### src/hdl/assert_macros.svh
// concurrent assertion helpers
`ifndef ASSERT_MACROS_SVH
`define ASSERT_MACROS_SVH

// same-cycle implication
`define AST_IMPLY(label, clk, rst_n, ante, cons) \
  label: assert property (@(posedge clk) disable iff (!rst_n) (ante) |-> (cons)) \
    else $error("assertion failed: same-cycle implication");

// next-cycle implication
`define AST_NEXT(label, clk, rst_n, ante, cons) \
  label: assert property (@(posedge clk) disable iff (!rst_n) (ante) |=> (cons)) \
    else $error("assertion failed: next-cycle implication");

`endif

### src/hdl/smm_pkg.sv
package smm_pkg;

  localparam int SIZE_W   = 5;
  localparam int ROW_W    = 4;
  localparam int COL_W    = 4;
  localparam int KIND_W   = 2;
  localparam int ELEM_IN_W = 16;
  localparam int ACC_W    = 32;
  localparam int CFG_DW   = 32;
  localparam int CFG_AW   = 3;

  localparam logic [SIZE_W-1:0] SIZE_RESET = 5'd16;

  localparam logic [KIND_W-1:0] KIND_LOAD_LEFT  = 2'd0;
  localparam logic [KIND_W-1:0] KIND_LOAD_RIGHT = 2'd1;
  localparam logic [KIND_W-1:0] KIND_COMPUTE    = 2'd2;

  localparam logic REG_MATRIX_SIZE = 1'b0;

  typedef enum logic [3:0] {
    ST_IDLE  = 4'b0001,
    ST_ISSUE = 4'b0010,
    ST_DRAIN = 4'b0100,
    ST_EMIT  = 4'b1000
  } smm_state_t;

  typedef struct packed {
    logic capture;
    logic clear;
    logic issue;
    logic emit;
    logic last;
  } smm_cmd_t;

endpackage

### src/hdl/smm_ctrl.sv
module smm_ctrl import smm_pkg::*; #(
  parameter int MAX_SIZE = 16,
  parameter int IDX_W    = $clog2(MAX_SIZE),
  parameter int N_W      = $clog2(MAX_SIZE + 1)
) (
  input  logic              clk,
  input  logic              rst_n,
  input  logic              item_accept,
  input  logic [KIND_W-1:0] in_kind,
  input  logic [ROW_W-1:0]  in_row,
  input  logic [N_W-1:0]    n_eff,
  input  logic              pipe_empty,
  output logic              busy,
  output smm_cmd_t          cmd,
  output logic [IDX_W-1:0]  cmd_idx
);

  smm_state_t       state_r, state_nxt;
  logic [IDX_W-1:0] cnt_r, cnt_nxt;
  logic             cnt_last;
  logic             compute_go;

  assign compute_go = item_accept && (in_kind == KIND_COMPUTE) &&
                      (32'(in_row) < 32'(n_eff));
  assign cnt_last   = ((N_W'(cnt_r) + N_W'(1)) == n_eff);
  assign busy       = (state_r != ST_IDLE);
  assign cmd_idx    = cnt_r;

  always_comb begin
    state_nxt = state_r;
    cnt_nxt   = cnt_r;
    cmd       = '0;
    case (state_r)
      ST_IDLE: begin
        if (compute_go) begin
          cmd.capture = 1'b1;
          cmd.clear   = 1'b1;
          cnt_nxt     = '0;
          state_nxt   = ST_ISSUE;
        end
      end
      ST_ISSUE: begin
        cmd.issue = 1'b1;
        if (cnt_last) begin
          cnt_nxt   = '0;
          state_nxt = ST_DRAIN;
        end else begin
          cnt_nxt = cnt_r + IDX_W'(1);
        end
      end
      ST_DRAIN: begin
        if (pipe_empty) begin
          state_nxt = ST_EMIT;
        end
      end
      ST_EMIT: begin
        cmd.emit = 1'b1;
        cmd.last = cnt_last;
        if (cnt_last) begin
          cnt_nxt   = '0;
          state_nxt = ST_IDLE;
        end else begin
          cnt_nxt = cnt_r + IDX_W'(1);
        end
      end
      default: begin
        cnt_nxt   = '0;
        state_nxt = ST_IDLE;
      end
    endcase
  end

  always_ff @(posedge clk) begin
    if (!rst_n) begin
      state_r <= ST_IDLE;
      cnt_r   <= '0;
    end else begin
      state_r <= state_nxt;
      cnt_r   <= cnt_nxt;
    end
  end

endmodule

### config.mk
export PLATFORM = sky130hd
export DESIGN_NAME = smm_ctrl
export DESIGN_NICKNAME = d
export VERILOG_FILES = /design/src/hdl/assert_macros.svh /design/src/hdl/smm_pkg.sv /design/src/hdl/smm_ctrl.sv
export SDC_FILE = /design/constraint.sdc
export NUM_CORES = 1
export LEC_CHECK = 0
export ABC_AREA = 1
export BUFFER_PORTS_ARGS = -buffer_cell sky130_fd_sc_hd__buf_4
export CAP_MARGIN = 5
export CORE_ASPECT_RATIO = 1.1
export CORE_MARGIN = 3
export CORE_UTILIZATION = 33
export DETAILED_ROUTE_END_ITERATION = 8
export PLACE_DENSITY_LB_ADDON = 0.2
export SLEW_MARGIN = 0
export SYNTH_ARGS = -nofsm -noshare
export SYNTH_HDL_FRONTEND = slang
export SYNTH_SLANG_ARGS = --single-unit
### constraint.sdc
create_clock -name clk -period 1.5 [get_ports clk]
set_input_delay 0.3 -clock clk [delete_from_list [all_inputs] [get_ports clk]]
set_output_delay 0.3 -clock clk [all_outputs]
set_load 0.02 [all_outputs]
==> out/results.ini <==
[clocking]
clkSinkCount = 8
cts.htree.levels = 1
clock_path_buffers = 2
cts-root-buf = clkbuf_4
cts_hold_buffers = 0
cts_tree = done
clkLatencyLatePin_ns = 0.25
numCtsBuffers = 3
clk_pin_slew_ns = 0.06

[timing]
finalMaxSlewViolations = 0
fmax_mhz = 553
finalSetupTns_ns = -1.68
max-slew-margin-rel = 0.790
setup_ws_ns = -0.309
skew_ns = 0.0105
min_period_ns = 1.81
worst_slew_pin_slew_ns = 0.313
rsz0062_at_grt = true
final.period_utilization = 1.21
setup_violations = 11
hold_viol = 0
worst_hold_slack_ns = 0.244

[setup_path]
r2r_start = cmd_idx[1]$_SDFFE_PN0P_
setup.worst_path.start = cmd_idx[1]$_SDFFE_PN0P_
crit_type = flop to output port
crit_path_start_kind = flop
crit_arrival_ns = 1.51
r2r_slack_ns = -0.21
cp_max_fo = 2
cp-end-kind = output port
required_ns = 1.20

[run_status]
status = finished with violations
violations = negative setup slack

[placement]
globalplace.congestion = 0.804
io_buffers = 24
dp_slack_ns = -0.197
hpwl_um = 1450
place_area_um2 = 1020

[yosys]
synth_top_area_frac = 0.242
syn_nets = 122
synth_top_area_cell = dfxtp_1
ys_seq_area_frac = 0.242
syn_area_per_cell_um2 = 6.44
syn_area_um2 = 663
yosys_register_bits = 8
async_flop_share = 0
netlist_instances = 103
synth_cell_types = 24
synth_area_leaders = dfxtp_1, nand2_1, inv_1
synth_flop_cell = dfxtp_1
ys_top_cells_by_count = nand2_1, inv_1, nand3_1
synth.most_common_cell = nand2_1
yosys_warnings = 0
synth_edf_count = 0

[detailed_routing]
drt_iter0_drc = 17
dr.pass1.iters = 4
drc = 0
route.vias.total = 811
post_drt_wl_per_cell_um = 11.5
ant_nets = 0
vias_per_cell = 4.66
routed_wl_um = 2000

[global_route]
grt_overflow = 0
grt_pass1_vias = 734
antenna_found_initial = 0
grt_max_degree = 9
grt_pass1_wl_um = 2950
gr-usage-all-layers = 0.148

[layout]
design_area_um2 = 1230
fillCellCount = 174
antenna_cells = 0
area_growth_pct = 85.1
fin_nets = 167
drive_above_1_share = 0.599

[die]
core_um2 = 1840
io_pins = 25
num_rows = 16
die_h_um = 53.0
start_util = 0.360
die-area_um2 = 2580
die_w_um = 48.7

[power_and_ir_drop]
power.density_nw_per_um2 = 452
p_total_uw = 554
p_clk_frac = 0.310
switching_share = 0.277
leakagePower_nw = 0.586
seq_power_share = 0.389
p_switching_uw = 153
internal_power_uw = 401
combPwrFrac = 0.302
irDropWorstVdd_mv = 0.525

[job]
cap_violations = 0

[hold_path]
min_path_type = primary input to flop
hp-start = rst_n

[layout by cell type, fill, tap and decap left out, types with 2 or more instances in the layout]
cell type	netlist	layout
buf_4	2	33
nand2_1	18	15
inv_1	17	13
nand4_1	9	9
buf_6	0	9
nand3_2	1	7
nand3_1	12	6
inv_2	3	5
nand2_2	2	5
nor2_4	0	4
nor2_1	8	4
a21oi_2	1	4
dfxtp_2	0	4
a21oi_1	6	3
ha_4	0	3
clkbuf_4	0	3
nand2_4	2	2
dfxtp_4	0	2
dfxtp_1	8	2
[power groups by stage]
stage,registers [mW],logic (mW),clock network [mW]
final,0.216,0.167,0.172
after global routing,0.215,0.182,0.198
after CTS,0.215,0.153,0.179
after detailed placement,0.219,0.136,0
after global placement,0.219,0.134,0
after floorplan,0.219,0.0697,0
[final cells by class]
| type | instances | area, µm² | share of cell area |
|---|---|---|---|
| timing repair buffer | 43 | 364 | 0.297 |
| inverter | 21 | 93.8 | 0.0765 |
| tap | 27 | 33.8 | 0.0275 |
| sequential | 8 | 173 | 0.141 |
| clock buffer | 4 | 26.3 | 0.0214 |
| multi-input combinational | 71 | 537 | 0.437 |
[through the flow]
| step | cells | utilization |
|---|---|---|
| floorplan | 103 | - |
| global placement | 163 | 0.556 |
| detailed placement | 163 | 0.556 |
| CTS | 170 | 0.613 |
| global route | 174 | 0.666 |
| finish | 174 | 0.666 |
[cell families (layout without fill, tap and decap cells)]
family,after synthesis,after routing,synth area share
flip-flops,8,8,0.242
AO/OA/AOI/OAI,8,8,0.0660
buffers and inverters,24,68,0.149
XOR/XNOR,1,1,0.0132
AND/OR/NAND/NOR,58,58,0.455
adder cells (fa/ha/maj),4,4,0.0755
[routing by layer]
metal  global-route usage  part of all wire  up-vias
met2                0.278              0.55       17
met4               0.0284                 0        0
met5                    0                 0        -
met3               0.0592             0.048        0
li1                     -                 -      422
met1                0.157              0.40      372
[worst max-delay path, stage by stage, from the launching register on]
cell,delay [ns]
dfxtp_4,0.35
ha_4,0.28
xnor2_2,0.10
nand3_1,0.13
nor2_4,0.12
nand2_4,0.07
nor2_4,0.08
buf_6,0.12
[state kept, by name, summed over array words and instances (netlist names)]
signal,count
cmd_idx,4
state_r,4
[path summary, 6_finish.rpt]
kind                        endpoint  cells past startpoint
max                           cmd[0]                      7
min          state_r[0]$_SDFFE_PN1P_                      2
max reg2reg  state_r[3]$_SDFFE_PN0P_                     10
min reg2reg  cmd_idx[3]$_SDFFE_PN0P_                      2
[timing repair]
| item | CTS | global route |
|---|---|---|
| pin swaps | 10 | 8 |
| gates resized for setup | 16 | 18 |
| endpoints found under the hold margin | 0 | 0 |
| buffers inserted | 3 | 4 |
| setup endpoints to repair | 9 | 14 |
(Power assumes the default switching activity.)
